$ cat config.mk
export PLATFORM = sky130hd
export DESIGN_NAME = tsp_queue
export DESIGN_NICKNAME = d
export VERILOG_FILES = /design/src/rtl/tsp_pkg.sv /design/src/rtl/tsp_queue.sv
export SDC_FILE = /design/constraint.sdc
export NUM_CORES = 1
export LEC_CHECK = 0
export ABC_AREA = 1
export BUFFER_PORTS_ARGS = -buffer_cell sky130_fd_sc_hd__buf_2
export CAP_MARGIN = 15
export CORE_MARGIN = 2
export CORE_UTILIZATION = 49
export CTS_BUF_LIST = sky130_fd_sc_hd__clkbuf_8
export DETAILED_ROUTE_END_ITERATION = 12
export PLACE_DENSITY = 0.78
export REMOVE_ABC_BUFFERS = 1
export SLEW_MARGIN = 10
export SYNTH_ARGS = -nofsm -noshare
export SYNTH_HDL_FRONTEND = slang
export SYNTH_SLANG_ARGS = --single-unit
$ cat constraint.sdc
create_clock -name clk -period 10.55 [get_ports clk]
set_input_delay 1.5825 -clock clk [delete_from_list [all_inputs] [get_ports clk]]
set_output_delay 1.5825 -clock clk [all_outputs]
set_load 0.05 [all_outputs]
$ cat src/rtl/tsp_pkg.sv
`timescale 1ns / 1ps
// Shared widths, constants and item types of the trapezoid step profile planner.
// Depends on nothing; every other file imports it.
package tsp_pkg;

  // Field widths of one segment and one profile result
  localparam int STEP_W = 24;
  localparam int LEN_W  = 32;
  localparam int SPD_W  = 32;
  localparam int NOM_W  = 20;
  localparam int ACC_W  = 24;
  localparam int AXIS_W = 2;
  localparam int RATE_W = 48;

  // Axis step counts present on the ports
  localparam int NUM_AXES_MAX = 4;

  // Rate stage arithmetic: steps^2 * speed^2 * 2^32 / length^2
  localparam int SQ_W        = 2 * STEP_W;
  localparam int LSQ_W       = 2 * LEN_W;
  localparam int PP_W        = STEP_W + SPD_W;
  localparam int PROD_W      = SQ_W + SPD_W;
  localparam int RATE_SHIFT  = 32;
  localparam int RATE_NUM_W  = PROD_W + RATE_SHIFT;
  localparam int CAP_SHIFT   = 8;

  // Ramp stage arithmetic: divide by accel * 512
  localparam int ACC_SHIFT   = 9;
  localparam int RAMP_DIV_W  = ACC_W + ACC_SHIFT;
  localparam int RAMP_Q_W    = 39;
  localparam int RAMP_NUM_W  = 57;
  localparam int MEET_W      = RAMP_NUM_W + 1;
  localparam int RAMP_LANES  = 3;

  // Ramp divider lanes
  localparam int LANE_UP   = 0;
  localparam int LANE_DOWN = 1;
  localparam int LANE_MEET = 2;

  // Rate divider lanes
  localparam int LANE_ENTRY = 0;
  localparam int LANE_EXIT  = 1;
  localparam int RATE_LANES = 2;

  // Queue between front and back
  localparam int QUEUE_DEPTH = 2;

  // Classified segment, as handed from front to back
  typedef struct packed {
    logic [STEP_W-1:0] steps;
    logic [AXIS_W-1:0] axis;
    logic              len_zero;
    logic [LEN_W-1:0]  len;
    logic [SPD_W-1:0]  entry_sqr;
    logic [SPD_W-1:0]  exit_sqr;
    logic [RATE_W-1:0] cap;
    logic [ACC_W-1:0]  accel;
  } seg_t;

  // Fields carried alongside the rate divider
  typedef struct packed {
    logic [STEP_W-1:0] steps;
    logic [AXIS_W-1:0] axis;
    logic              len_zero;
    logic [RATE_W-1:0] cap;
    logic [ACC_W-1:0]  accel;
    logic [SQ_W-1:0]   a_s;
  } rate_side_t;

  // Fields carried alongside the ramp divider
  typedef struct packed {
    logic [STEP_W-1:0] steps;
    logic [AXIS_W-1:0] axis;
    logic              len_zero;
    logic [RATE_W-1:0] er;
    logic [RATE_W-1:0] xr;
    logic              acc_zero;
  } ramp_side_t;

endpackage

$ cat src/rtl/tsp_queue.sv
`timescale 1ns / 1ps
// Short item queue that decouples the front end from the back end.
// Depends on tsp_pkg.
module tsp_queue (
  input  logic          clk,
  input  logic          rst,
  input  logic          push_valid,
  output logic          push_ready,
  input  tsp_pkg::seg_t push_data,
  output logic          pop_valid,
  input  logic          pop_ready,
  output tsp_pkg::seg_t pop_data
);
  import tsp_pkg::*;

  localparam int PTR_W = (QUEUE_DEPTH > 1) ? $clog2(QUEUE_DEPTH) : 1;
  localparam int CNT_W = $clog2(QUEUE_DEPTH + 1);

  seg_t             entries [QUEUE_DEPTH];
  logic [PTR_W-1:0] wr_ptr;
  logic [PTR_W-1:0] rd_ptr;
  logic [CNT_W-1:0] count;
  logic             push;
  logic             pop;

  assign push_ready = (count != CNT_W'(QUEUE_DEPTH));
  assign pop_valid  = (count != '0);
  assign pop_data   = entries[rd_ptr];
  assign push       = push_valid && push_ready;
  assign pop        = pop_valid && pop_ready;

  // Advance pointers and occupancy
  always_ff @(posedge clk) begin
    if (rst) begin
      wr_ptr <= '0;
      rd_ptr <= '0;
      count  <= '0;
    end else begin
      if (push) begin
        wr_ptr <= (wr_ptr == PTR_W'(QUEUE_DEPTH - 1)) ? '0 : wr_ptr + 1'b1;
      end
      if (pop) begin
        rd_ptr <= (rd_ptr == PTR_W'(QUEUE_DEPTH - 1)) ? '0 : rd_ptr + 1'b1;
      end
      if (push && !pop) begin
        count <= count + 1'b1;
      end else if (pop && !push) begin
        count <= count - 1'b1;
      end
    end
  end

  // Store the pushed item
  always_ff @(posedge clk) begin
    if (push) begin
      entries[wr_ptr] <= push_data;
    end
  end

endmodule

[Word-level counts from Yosys, hierarchy flattened]
Memories as Yosys holds them, arrays and structs flattened. A register that Yosys moved wholly into a read port is not among the register bits.
Cells that the tools add are included.
W data, S select, Z words.
Word-level totals
  output and inout bits: 197
  input port bits: 199
  register bits: 4
  RAM bits: 390
  logic and storage cells: 25
  memories kept: 1
Memory list
  entries: depth 2, bits a word 195, read ports 1, clocked after Yosys merged registers in 1, wr ports 1, RTL line tsp_queue.sv:19  | seg_t entries [QUEUE_DEPTH];
Operators by class
  multiplexer cells: 8
  equal/unequal tests: 1
  reduce and logical (&&, ||, !) cells: 8
  add/sub/neg operators: 4
Operators by type and width (count)
  $mux W1: 6
  $logic_and A1 B1 Y1: 4
  $mux W2: 2
  $reduce_bool A2 Y1: 2
  $add A1 B1 Y1 const B: 2
  $add A2 B1 Y2 const B: 1
  $logic_not A1 Y1: 2
  $ne A2 B2 Y1 const B: 1
  $sub A2 B1 Y2 const B: 1

[Logic depth before layout (Yosys ltp)]
  word-level depth: 6
  mapped depth: 11
  gate-level depth less buffers: 11

[Worst setup path after synthesis]
Ideal clock, no wire load.
  path type: in2reg
  from: in push_valid
  to: mem entries[0][0] (netlist name) (enable)
  path slack: 0.010 ns
  required time: 9.796 ns
  stages: 2
  arrival: 9.786 ns
  path buffers: 0
  library setup time: 0.754 ns
  cells stage by stage: nand2_1 -> nor2_1
On the way
  longest elaborated chain between the ends: 3
RTL lines
  from (decl): RTL line tsp_queue.sv:7  | input logic push_valid,
  $logic_and A1 B1 Y1: RTL line tsp_queue.sv:29  | assign push = push_valid && push_ready;
  $mux W1: RTL line tsp_queue.sv:55  | if (push) begin
  $mux W1 (not written as such): RTL line tsp_queue.sv:56  | entries[wr_ptr] <= push_data;
  to (decl): RTL line tsp_queue.sv:19
Every way passes these cells.

==> summary.md <==
| Metric | Value |
|---|---|
| Number of hold violations in the final report | `0` |
| RSZ-0062 raised after global routing | `false` |
| Top Family by Delay on Critical Path | `buffers and inverters` |
| Syn_area_per_cell | `23.19 µm²` |
| # port buffers | `395` |
| Top cell type's share of synthesized area | `between 70 and 80%` |
| Run status | `finished, final reports clean` |
| Met2 Usage GRT | `a little under a third` |
| R2R setup slack | `7.50 ns` |
| Critical Path Fanout Max | `121` |
| CTS Root Cell | `clkbuf_8` |
| Slowest stage cell, crit path | `dfxtp_4` |
| Origin of the worst min-delay path | `rd_ptr$_SDFFE_PP0P_` |
| Largest net degree at the start of global routing | `122` |
| Tmin final | `around 4.4 ns` |
| Reg2reg start | `count[0]$_SDFFE_PP0P_` |
| Worst Path Required | `between 8 and 9 ns` |
| Final #Nets | `1,296` |
| Leakage power | `7.346 nW` |
| Die area | `31,890 µm²` |
| WL per Instance | `18.81 µm` |
| H-tree lvl count | `3` |
| Final Max Slew Viols | `0` |
| Clock sinks | `395` |
| Synth area leaders | `edfxtp_1, mux2_4, mux2_2, buf_6, dfxtp_1` |
| WP data arrival | `2.78 ns` |
| DRC violations left | `0` |
| Clock-pin slew on the worst setup and hold paths | `0.06 ns` |
| Global routing's busiest layer | `met2` |
| HPWL Detailed | `19.19 mm` |
| Fin area | `18,520 µm²` |
| Via count | `approximately 7,600` |
| Iteration count of the initial detailed-routing pass | `4` |
| Post-place instance area | `about 17,000 µm²` |
| CP Launch Type | `register` |
| M1 GR Usage | `a little under a fifth` |
| Top Ports | `396` |
| Core area | `29,800 µm²` |
| Final hold slack | `0.5016 ns` |
| Layout cell share with drive strength beyond 1 | `between 50% and 60%` |
| Sum of negative setup slack | `0 ns` |
| Total grt overflow | `0` |
| PwrDens | `268.1 nW/µm²` |
| Setup crit end kind | `primary output` |
| Kind of critical path | `register to primary output` |
| Vias in the first global route | `around 8,000` |
| Final WL | `~29 mm` |
| Yosys top cell by area | `edfxtp_1` |
| # Post-CTS Setup Buffers | `0` |
| Tcrit/Tclk final | `41.31%` |
| Netlist cell types | `14` |
| Setup Viol. Count Final | `0` |
| Yosys reg bits | `395` |
| Max_slew headroom | `32.16%` |
| Peak supply drop | `0.0002172 V` |
| Starting Density | `50.11%` |
| Worst Hold End | `rd_ptr$_SDFFE_PP0P_` |
| Post-Syn Area | `between 10,000 and 15,000 µm²` |
| Met3 Usage GRT | `slightly below 7%` |
| Clk_lat worst skew | `0.55 ns` |
| Chip Width | `178.6 µm` |
| Worst Reg2Reg Path Length in Cells | `6` |
| End of the worst register-to-register path | `entries[0][27]$_DFFE_PP_` |
| Antenna-violating nets left | `0` |
| Global-route wire length before repair | `41.93 mm` |
| Die Ht | `roughly 180 µm` |
| CTS tree | `built` |
| WP depth | `3` |
| Yosys warns | `0` |
| Max Root-Sink Buffers | `3` |
| Max Freq | `0.2294 GHz` |
| Crit path largest cell delay | `between 0.7 and 0.8 ns` |
| Post-cts sizing count | `0` |
| Fillcell total | `2,121` |
| Rows | `63` |
| Seq/Total Area, Yosys | `79.10%` |
| Max-cap check violation count | `0` |
| Num CTS Buffers | `67` |
| Worst min-delay path category | `register to register` |
| Hold depth | `2` |
| Worst slew pin tran | `1.018 ns` |
| Initial antenna violation count | `9` |
| Hold Buf Count CTS | `0` |
| RePlAce Congestion | `0.7482` |
| DR iter-0 viols | `335` |
| Post-synthesis instance total | `644` |
| Critical-path cell list | `buf_12 -> mux2_2 -> buf_2` |
| Layout Skew | `0.02620 ns` |
| Crit path buf inv count | `2` |
| Tot GR Track Use | `17.52%` |
| Vias/cell | `4.913` |
| Area Growth Syn to Fin | `24.06%` |
layout by cell type, fill, tap and decap left out:
cell,instances
o21ai_0,2
mux2_4,150
buf_4,8
buf_2,395
nor2_1,5
a21oi_1,2
clkinvlp_4,3
nand3_1,2
clkinv_2,6
clkinv_1,8
dfxtp_1,4
inv_1,35
ha_1,1
diode_2,8
dfxtp_4,1
edfxtp_1,390
mux2_2,45
inv_6,3
nand2_1,9
nor2_4,2
buf_12,1
clkbuf_8,70
nand4_1,1
bufinv_16,1
buf_16,1
cells by family (layout without fill, tap and decap cells):
group	Yosys count	after routing	synth area share, %
and+or+nand+nor	19	19	0.5112
adders and majority gates	1	1	0.08378
muxes	195	195	18.48
buffers and inverters	30	531	1.693
DFF	395	395	79.10
other	0	8	0
AOI/OAI and AO/OA	4	4	0.1341
how the worst max path moves through the flow:
stage	from	end	slack (ns)
2_1_floorplan	push_valid	entries[0][0]$_DFFE_PP_	0.01
3_3_place_gp	push_valid	entries[0][140]$_DFFE_PP_	5.93
3_5_place_dp	push_valid	entries[0][21]$_DFFE_PP_	5.90
4_1_cts	register	pop_data[14]	6.17
5_1_grt	register	pop_data[176]	6.04
6_report	register	pop_data[176]	6.19
per-stage QoR:
step | util (%) | cells | total power [mW] | setup WS, ns
2_1_floorplan | - | 622 | 3.624 | 0.009801
3_3_place_gp | 57.97 | 1416 | 3.772 | 5.927
3_5_place_dp | 57.97 | 1416 | 3.796 | 5.897
4_1_cts | 62.01 | 1534 | 5.026 | 6.167
5_1_grt | 62.14 | 1539 | 5.179 | 6.044
6_report | 62.17 | 1543 | 4.967 | 6.191
Yosys cell counts:
cell type and count:
edfxtp_1 390, mux2_4 150, mux2_2 45, buf_6 18, nand2_1 9, inv_1 8
nor2_1 7, dfxtp_1 5, buf_2 4, a21oi_1 2, nand3_1 2, o21ai_0 2
ha_1 1, nand4_1 1
metal layers:
layer  routed length, µm  part of all wire (%)  vias up
li1                    -                     -     3480
met2               14930                    51      324
met1               10210                    35     3682
met5                  57                  0.20        -
met3                2764                   9.5       86
met4                1060                   3.7        8
tightest hold or removal path: stages (launching register included):
cell and delay [ns]:
dfxtp_1 0.33, a21oi_1 0.06, nor2_1 0.08
where the power goes:
part           internal (mW)  total (mW)  switching (mW)
Combinational          0.514        1.70            1.19
Sequential              1.99        2.05          0.0666
Clock                  0.641        1.21           0.571
Total                   3.14        4.97            1.82
cell type report:
cell class / count / area (µm²) / share of cell area (%)
timing repair buffer: 405 / 2085 / 11.25
antenna: 8 / 20.02 / 0.1081
tap: 390 / 488.0 / 2.634
sequential: 395 / 11820 / 63.78
clock buffer: 70 / 963.4 / 5.201
clock inverter: 48 / 240.2 / 1.297
multi-input combinational: 219 / 2883 / 15.56
inverter: 8 / 30.03 / 0.1621
flip-flops by register name, indices dropped and copies added (netlist names), named ones only:
name and flops:
entries 390, count 2, rd_ptr 1, wr_ptr 1
(Power assumes the default switching activity.)
