--- src/rtl/tsp_pkg.sv ---
`timescale 1ns / 1ps
// Shared widths, constants and item types of the trapezoid step profile planner.
// Depends on nothing; every other file imports it.
package tsp_pkg;

  // Field widths of one segment and one profile result
  localparam int STEP_W = 24;
  localparam int LEN_W  = 32;
  localparam int SPD_W  = 32;
  localparam int NOM_W  = 20;
  localparam int ACC_W  = 24;
  localparam int AXIS_W = 2;
  localparam int RATE_W = 48;

  // Axis step counts present on the ports
  localparam int NUM_AXES_MAX = 4;

  // Rate stage arithmetic: steps^2 * speed^2 * 2^32 / length^2
  localparam int SQ_W        = 2 * STEP_W;
  localparam int LSQ_W       = 2 * LEN_W;
  localparam int PP_W        = STEP_W + SPD_W;
  localparam int PROD_W      = SQ_W + SPD_W;
  localparam int RATE_SHIFT  = 32;
  localparam int RATE_NUM_W  = PROD_W + RATE_SHIFT;
  localparam int CAP_SHIFT   = 8;

  // Ramp stage arithmetic: divide by accel * 512
  localparam int ACC_SHIFT   = 9;
  localparam int RAMP_DIV_W  = ACC_W + ACC_SHIFT;
  localparam int RAMP_Q_W    = 39;
  localparam int RAMP_NUM_W  = 57;
  localparam int MEET_W      = RAMP_NUM_W + 1;
  localparam int RAMP_LANES  = 3;

  // Ramp divider lanes
  localparam int LANE_UP   = 0;
  localparam int LANE_DOWN = 1;
  localparam int LANE_MEET = 2;

  // Rate divider lanes
  localparam int LANE_ENTRY = 0;
  localparam int LANE_EXIT  = 1;
  localparam int RATE_LANES = 2;

  // Queue between front and back
  localparam int QUEUE_DEPTH = 2;

  // Classified segment, as handed from front to back
  typedef struct packed {
    logic [STEP_W-1:0] steps;
    logic [AXIS_W-1:0] axis;
    logic              len_zero;
    logic [LEN_W-1:0]  len;
    logic [SPD_W-1:0]  entry_sqr;
    logic [SPD_W-1:0]  exit_sqr;
    logic [RATE_W-1:0] cap;
    logic [ACC_W-1:0]  accel;
  } seg_t;

  // Fields carried alongside the rate divider
  typedef struct packed {
    logic [STEP_W-1:0] steps;
    logic [AXIS_W-1:0] axis;
    logic              len_zero;
    logic [RATE_W-1:0] cap;
    logic [ACC_W-1:0]  accel;
    logic [SQ_W-1:0]   a_s;
  } rate_side_t;

  // Fields carried alongside the ramp divider
  typedef struct packed {
    logic [STEP_W-1:0] steps;
    logic [AXIS_W-1:0] axis;
    logic              len_zero;
    logic [RATE_W-1:0] er;
    logic [RATE_W-1:0] xr;
    logic              acc_zero;
  } ramp_side_t;

endpackage

--- src/rtl/tsp_front.sv ---
`timescale 1ns / 1ps
// Front end: accepts segments, picks the longest axis, flags zero length, forms rate cap.
// Depends on tsp_pkg.
module tsp_front #(
  parameter int AXES = 4
) (
  input  logic                       clk,
  input  logic                       rst,
  input  logic                       in_valid,
  output logic                       in_ready,
  input  logic [tsp_pkg::STEP_W-1:0] axis0_steps,
  input  logic [tsp_pkg::STEP_W-1:0] axis1_steps,
  input  logic [tsp_pkg::STEP_W-1:0] axis2_steps,
  input  logic [tsp_pkg::STEP_W-1:0] axis3_steps,
  input  logic [tsp_pkg::LEN_W-1:0]  line_length,
  input  logic [tsp_pkg::SPD_W-1:0]  entry_speed_sqr,
  input  logic [tsp_pkg::SPD_W-1:0]  exit_speed_sqr,
  input  logic [tsp_pkg::NOM_W-1:0]  nominal_rate,
  input  logic [tsp_pkg::ACC_W-1:0]  accel_rate,
  output logic                       seg_valid,
  input  logic                       seg_ready,
  output tsp_pkg::seg_t              seg
);
  import tsp_pkg::*;

  localparam int SCAN = (AXES < NUM_AXES_MAX) ? AXES : NUM_AXES_MAX;

  logic [STEP_W-1:0]  axis_steps [NUM_AXES_MAX];
  logic [STEP_W-1:0]  best_steps;
  logic [AXIS_W-1:0]  best_axis;
  logic [2*NOM_W-1:0] nom_sq;
  seg_t               seg_next;

  assign axis_steps[0] = axis0_steps;
  assign axis_steps[1] = axis1_steps;
  assign axis_steps[2] = axis2_steps;
  assign axis_steps[3] = axis3_steps;

  // Scan the axes; a strictly larger count wins, so ties keep the lower index
  always_comb begin
    best_steps = axis_steps[0];
    best_axis  = '0;
    for (int i = 1; i < NUM_AXES_MAX; i++) begin
      if (i < SCAN && best_steps < axis_steps[i]) begin
        best_steps = axis_steps[i];
        best_axis  = AXIS_W'(i);
      end
    end
  end

  // Square the nominal rate into the Q40.8 cap
  assign nom_sq = nominal_rate * nominal_rate;

  always_comb begin
    seg_next.steps     = best_steps;
    seg_next.axis      = best_axis;
    seg_next.len_zero  = (line_length == '0);
    seg_next.len       = line_length;
    seg_next.entry_sqr = entry_speed_sqr;
    seg_next.exit_sqr  = exit_speed_sqr;
    seg_next.cap       = {nom_sq, {CAP_SHIFT{1'b0}}};
    seg_next.accel     = accel_rate;
  end

  // Hold the classified item until the queue takes it
  assign in_ready = !seg_valid || seg_ready;

  always_ff @(posedge clk) begin
    if (rst) begin
      seg_valid <= 1'b0;
    end else if (in_ready) begin
      seg_valid <= in_valid;
    end
  end

  always_ff @(posedge clk) begin
    if (in_valid && in_ready) begin
      seg <= seg_next;
    end
  end

endmodule

--- config.mk ---
export PLATFORM = sky130hd
export DESIGN_NAME = tsp_front
export DESIGN_NICKNAME = d
export VERILOG_FILES = /design/src/rtl/tsp_pkg.sv /design/src/rtl/tsp_front.sv
export SDC_FILE = /design/constraint.sdc
export NUM_CORES = 1
export LEC_CHECK = 0
export BUFFER_PORTS_ARGS = -buffer_cell sky130_fd_sc_hd__buf_2
export CORE_MARGIN = 10
export CORE_UTILIZATION = 50
export DETAILED_ROUTE_END_ITERATION = 12
export PLACE_DENSITY = 0.79
export SKIP_LAST_GASP = 1
export SLEW_MARGIN = 10
export SYNTH_ARGS = -nofsm -noshare
export SYNTH_HDL_FRONTEND = slang
export SYNTH_SLANG_ARGS = --single-unit
--- constraint.sdc ---
create_clock -name clk -period 9.2 [get_ports clk]
set_input_delay 0 -clock clk [delete_from_list [all_inputs] [get_ports clk]]
set_output_delay 0 -clock clk [all_outputs]
set_load 0.005 [all_outputs]
== Yosys cells after proc, flatten, opt, wreduce, memory -nomap -nowiden ==
Index checks and enable logic that the tools add are counted.

* Register bits: 188
* Bits of input ports: 240
* Output and inout port bits: 197
* Word-level logic and storage cells: 24

* Multipliers: 1
* $lt $le $gt $ge: 3
* Muxes and demuxes: 5
* Reduce and logical (&&, ||, !) cells: 5

{| class="wikitable"
|+ Operators by type and width
! operator !! number
|-
| 24-bit less-than comparator || 3
|-
| 24-bit 2-to-1 mux || 3
|-
| 20-bit by 20-bit multiplier with 40-bit output || 1
|-
| 32-bit logical NOT || 1
|-
| 1-bit 2-to-1 mux || 2
|-
| 2-bit OR reduction || 1
|-
| 1-bit logical AND || 1
|-
| 1-bit logical NOT || 1
|-
| 1-bit logical OR || 1
|}

== Depth between registers and ports, before layout ==
* Word-level depth: 6
* Depth in mapped cells: 32
* Depth with buffers taken out: 27

== Worst setup path before layout ==
OpenSTA, ideal clock, no wires.

* Path type: input -> register
* Start point: input port nominal_rate[5] (netlist bit)
* End point: register seg[60] (netlist bit), data pin
* Setup time: 259 ps
* Arrival: 6344 ps
* Required time: 8941 ps
* Path slack: 2598 ps
* Stages: 26
* Path buffers: 2
* Cells stage by stage: clkbuf_1 > clkbuf_1 > nand2_1 > fa_1 > inv_1 > ha_1 > a21o_1 > fa_1 > fa_1 > inv_1 > fa_1 > inv_1 > fa_1 > inv_1 > fa_1 > inv_1 > ha_1 > and3_1 > o211ai_1 > or4b_2 > a21oi_1 > a41o_1 > a31o_2 > a21o_1 > a21oi_1 > xnor2_1

* Longest elaborated chain between the ends: 1

{| class="wikitable"
|+ RTL lines
! element !! line !! source
|-
| from (decl) || tsp_front.sv:18 || <nowiki>input logic [tsp_pkg::NOM_W-1:0] nominal_rate,</nowiki>
|-
| 20-bit by 20-bit multiplier with 40-bit output || tsp_front.sv:52 || <nowiki>assign nom_sq = nominal_rate * nominal_rate;</nowiki>
|-
| net nom_sq[28] || tsp_front.sv:31 || <nowiki>logic [2*NOM_W-1:0] nom_sq;</nowiki>
|-
| to (signal assigned) || tsp_front.sv:78 || <nowiki>seg <= seg_next;</nowiki>
|-
| to (decl) || tsp_front.sv:22 || <nowiki>output tsp_pkg::seg_t seg</nowiki>
|}

The timed path passes the listed nets, and every way through them passes these cells.
A chain may end at the register's enable or synchronous reset.

== Worst setup path in the final report ==
* Start point: input port axis1_steps[9] (netlist bit)
* End point: register seg[189] (netlist bit), data pin

* Longest elaborated chain between the ends: 6

{| class="wikitable"
|+ RTL lines
! element !! line !! source
|-
| from (decl) || tsp_front.sv:12 || <nowiki>input logic [tsp_pkg::STEP_W-1:0] axis1_steps,</nowiki>
|-
| 24-bit less-than comparator || tsp_front.sv:44 || <nowiki>if (i < SCAN && best_steps < axis_steps[i]) begin</nowiki>
|-
| 24-bit 2-to-1 mux (*) || tsp_front.sv:44 ||
|-
| 24-bit less-than comparator || tsp_front.sv:44 ||
|-
| 24-bit 2-to-1 mux (*) || tsp_front.sv:44 ||
|-
| 24-bit less-than comparator || tsp_front.sv:44 ||
|-
| 24-bit 2-to-1 mux (*) || tsp_front.sv:44 ||
|-
| net best_steps[18] || tsp_front.sv:29 || <nowiki>logic [STEP_W-1:0] best_steps;</nowiki>
|}

Mark *: on every way through the listed nets, which the timed path passes. The rest lies on a longest branch.

==> run_results.csv <==
group,metric,value,unit
status,run_status,"completed",
timing,finClkSkew,0.01853,ns
logic_synthesis,synth-edff-count,186,
global_route,grt_max_degree,69,
global_route,grt_pass1_vias,16690,
timing,tightest_slew,0.9103,ns
finish,layout_common_cells,"440 x inv_1, 427 x buf_2, 280 x fa_1, 215 x ha_1, 186 x edfxtp_1",
critical_path,critPathLaunch,"axis1_steps[9]",
finish,drive_gt1_share,23.14,%
detailed_routing,first_iter_violations,1053,
logic_synthesis,async_flop_share,0,%
logic_synthesis,avgSynthCellArea,11.11,sq um
floorplanning,row_count,73,
place,dpl.hpwl,48810,microns
timing,period_share,82.94,%
critical_path,start_kind,"primary input",
critical_path,path_class,"primary input to flip-flop",
global_route,grt_antenna_before_repair,8,
logic_synthesis,yosys_warnings,0,
timing,drv_slew,0,
power,power.leakage,12.79,nW
clock_tree,clockBufferDepth,2,
timing,finalSetupViolations,0,
floorplanning,ios,437,
clock_tree,cts_setup_buffers,0,
timing,rsz0062_at_grt,"false",
detailed_routing,vias,15190,
finish,n_fill_cell,3229,
timing,timing.final.crit_period,7.630,ns
critical_path,slowest_delay,0.60,ns
power,p_per_area,436.4,mW/mm^2
floorplanning,fp.dieArea,0.04840,sq mm
global_route,grt-ovfl-total,0,
timing,finalHoldViolCount,0,
clock_tree,htreeDepth,4,
floorplanning,die-width,220.0,microns
logic_synthesis,synth_cell_types,57,
floorplanning,die_y,220.0,microns
clock_tree,clk_latency,0.46,ns
logic_synthesis,synth_flop_cell,"edfxtp_1",
finish,final_common_cell,"inv_1",
worst_hold_path,hp-class,"primary input to flip-flop",
global_route,grt_first_pass_wirelength,93370,microns
logic_synthesis,ys_seq_area_share,28.02,%
critical_path,regToRegStartpoint,"seg_valid",
clock_tree,cts-root-buf,"clkbuf_16",
worst_hold_path,hold_start,"axis2_steps[19]",
clock_tree,tritoncts,"done",
floorplanning,core-area,0.03964,sq mm
detailed_routing,drc,0,
power,vdd_drop_max,441.2,uV
timing,slew_headroom,39.31,%
critical_path,crit_slowest_cell,"a22o_1",
critical_path,cp.arrival,7.83,ns
logic_synthesis,synth.area.top_cells,"fa_1 28%, edfxtp_1 28%, ha_1 13%",
global_route,grt_use_total,25.26,%
timing,fin_setup_tns,0,ns
logic_synthesis,ys_ff_latch,187,
clock_tree,clkSinkCount,187,
logic_synthesis,synth_top_cell_area_share,28.02,%
timing,fmax,0.1311,GHz
critical_path,critical_path_peak_fanout,18,
clock_tree,path_clk_slew,0.08,ns
logic_synthesis,synth_cells,1800,
detailed_routing,dr.pass1.iters,5,
finish,layout.nets,3090,
place,portBuffers,427,
detailed_routing,detail_route.wl_per_cell,20.88,microns
detailed_routing,routed_wl,60560,microns
critical_path,cp.required,9.40,ns
timing,hold_ws,0.02626,ns
place,place_congestion,0.9609,
detailed_routing,vias_per_cell,5.238,
logic_synthesis,syn_area,0.02000,sq mm
finish,area.growth.synth_to_final,23.64,%
logic_synthesis,synth_area_leader_cell,"fa_1",
floorplanning,start_util,50.46,%
run,maxCapViolCount,0,
clock_tree,cts_made_buffers,17,
detailed_routing,ant_nets,0,
critical_path,worst_setup_path_end_kind,"flip-flop",
[worst max-delay path, delay by kind of cell]
family	cells	cell delay, ns
buffers and inverters	6	1.67
multiplexers	3	1.04
AND/OR/NAND/NOR	5	0.54
AO/OA/AOI/OAI	15	3.66
adder cells (fa/ha/maj)	3	0.88
[power by group]
group | total [mW] | leakage [nW] | internal (mW) | switching (mW)
registers | 1.56 | 1.81 | 1.51 | 0.0438
logic | 8.46 | 10.7 | 3.58 | 4.88
clock network | 0.779 | 0.308 | 0.403 | 0.376
[flip-flops by register name, summed over array words and instances (netlist names)]
signal and flops:
seg_valid 1, seg 186
[Yosys cell counts (all sizes together), types with 2 or more instances]
cell type  number
nor4           10
o21bai          7
edfxtp        186
a21oi          61
xor2           13
o2111ai         2
inv           440
clkbuf         37
a21o           41
ha            215
a41o            2
o21a            7
a2111oi         5
nand2         123
a31oi           4
a31o            2
mux2           71
xnor2          33
nand2b          3
fa            280
or2             3
a211oi          6
nand3          15
o211ai          7
nor3            8
a22o            2
nand4          14
and2           83
or3b            2
and3            9
nor2           35
nor2b          12
nor3b           2
and4            3
o21ai          25
buf            17
[metal layers]
metal | track usage [%] | vias to the layer above | routed length [microns]
met3 | 5.663 | 117 | 4757
met5 | 0 | - | 13
met1 | 30.36 | 7587 | 23310
li1 | - | 6869 | -
met2 | 43.96 | 615 | 30680
met4 | 8.537 | 2 | 1790
[layout make-up]
cell class | instances | area (sq um) | area share (%)
sequential | 187 | 5605 | 22.67
multi-input combinational | 1127 | 12500 | 50.54
timing repair buffer | 582 | 3671 | 14.84
inverter | 440 | 1652 | 6.678
antenna | 7 | 17.52 | 0.07083
tap | 525 | 656.9 | 2.656
clock buffer | 18 | 439.2 | 1.776
clock inverter | 14 | 190.2 | 0.7690
[per-stage QoR]
step | total power [mW] | util, % | area [sq um] | setup WS [ns] | instances
floorplan | 7.725 | - | 20030 | 2.598 | 1808
global placement | 9.631 | 57.02 | 22600 | 1.950 | 2713
detailed placement | 9.864 | 57.02 | 22600 | 1.716 | 2713
CTS | 10.78 | 62.34 | 24710 | 1.673 | 2893
global route | 11.94 | 62.38 | 24730 | 1.102 | 2899
finish | 10.79 | 62.39 | 24730 | 1.570 | 2900
[path summary, 6_finish.rpt]
kind                    to  slack (ns)  depth (start not counted)
setup / recovery  seg[189]        1.57                         32
hold / removal    seg[190]        0.03                          3
setup reg to reg   seg[60]        6.78                          3
hold reg to reg   seg[158]        1.14                          2
[logic make-up (layout without fill, tap and decap cells)]
kind of cell | count (synthesis) | after routing | synth area share (%)
DFF | 187 | 187 | 28.02
and+or+nand+nor | 326 | 326 | 8.195
buffers and inverters | 494 | 1054 | 9.665
AOI/OAI and AO/OA | 179 | 179 | 5.886
xor gates and xnor gates | 46 | 46 | 2.014
other | 1 | 16 | 0.01875
muxes | 72 | 72 | 4.723
adders and majority gates | 495 | 495 | 41.47
[timing repair]
action | in CTS | in global routing
endpoints found under the hold margin | 147 | 0
hold buffers | 148 | 0
gates resized for setup | 0 | 0
(Power assumes the default switching activity.)
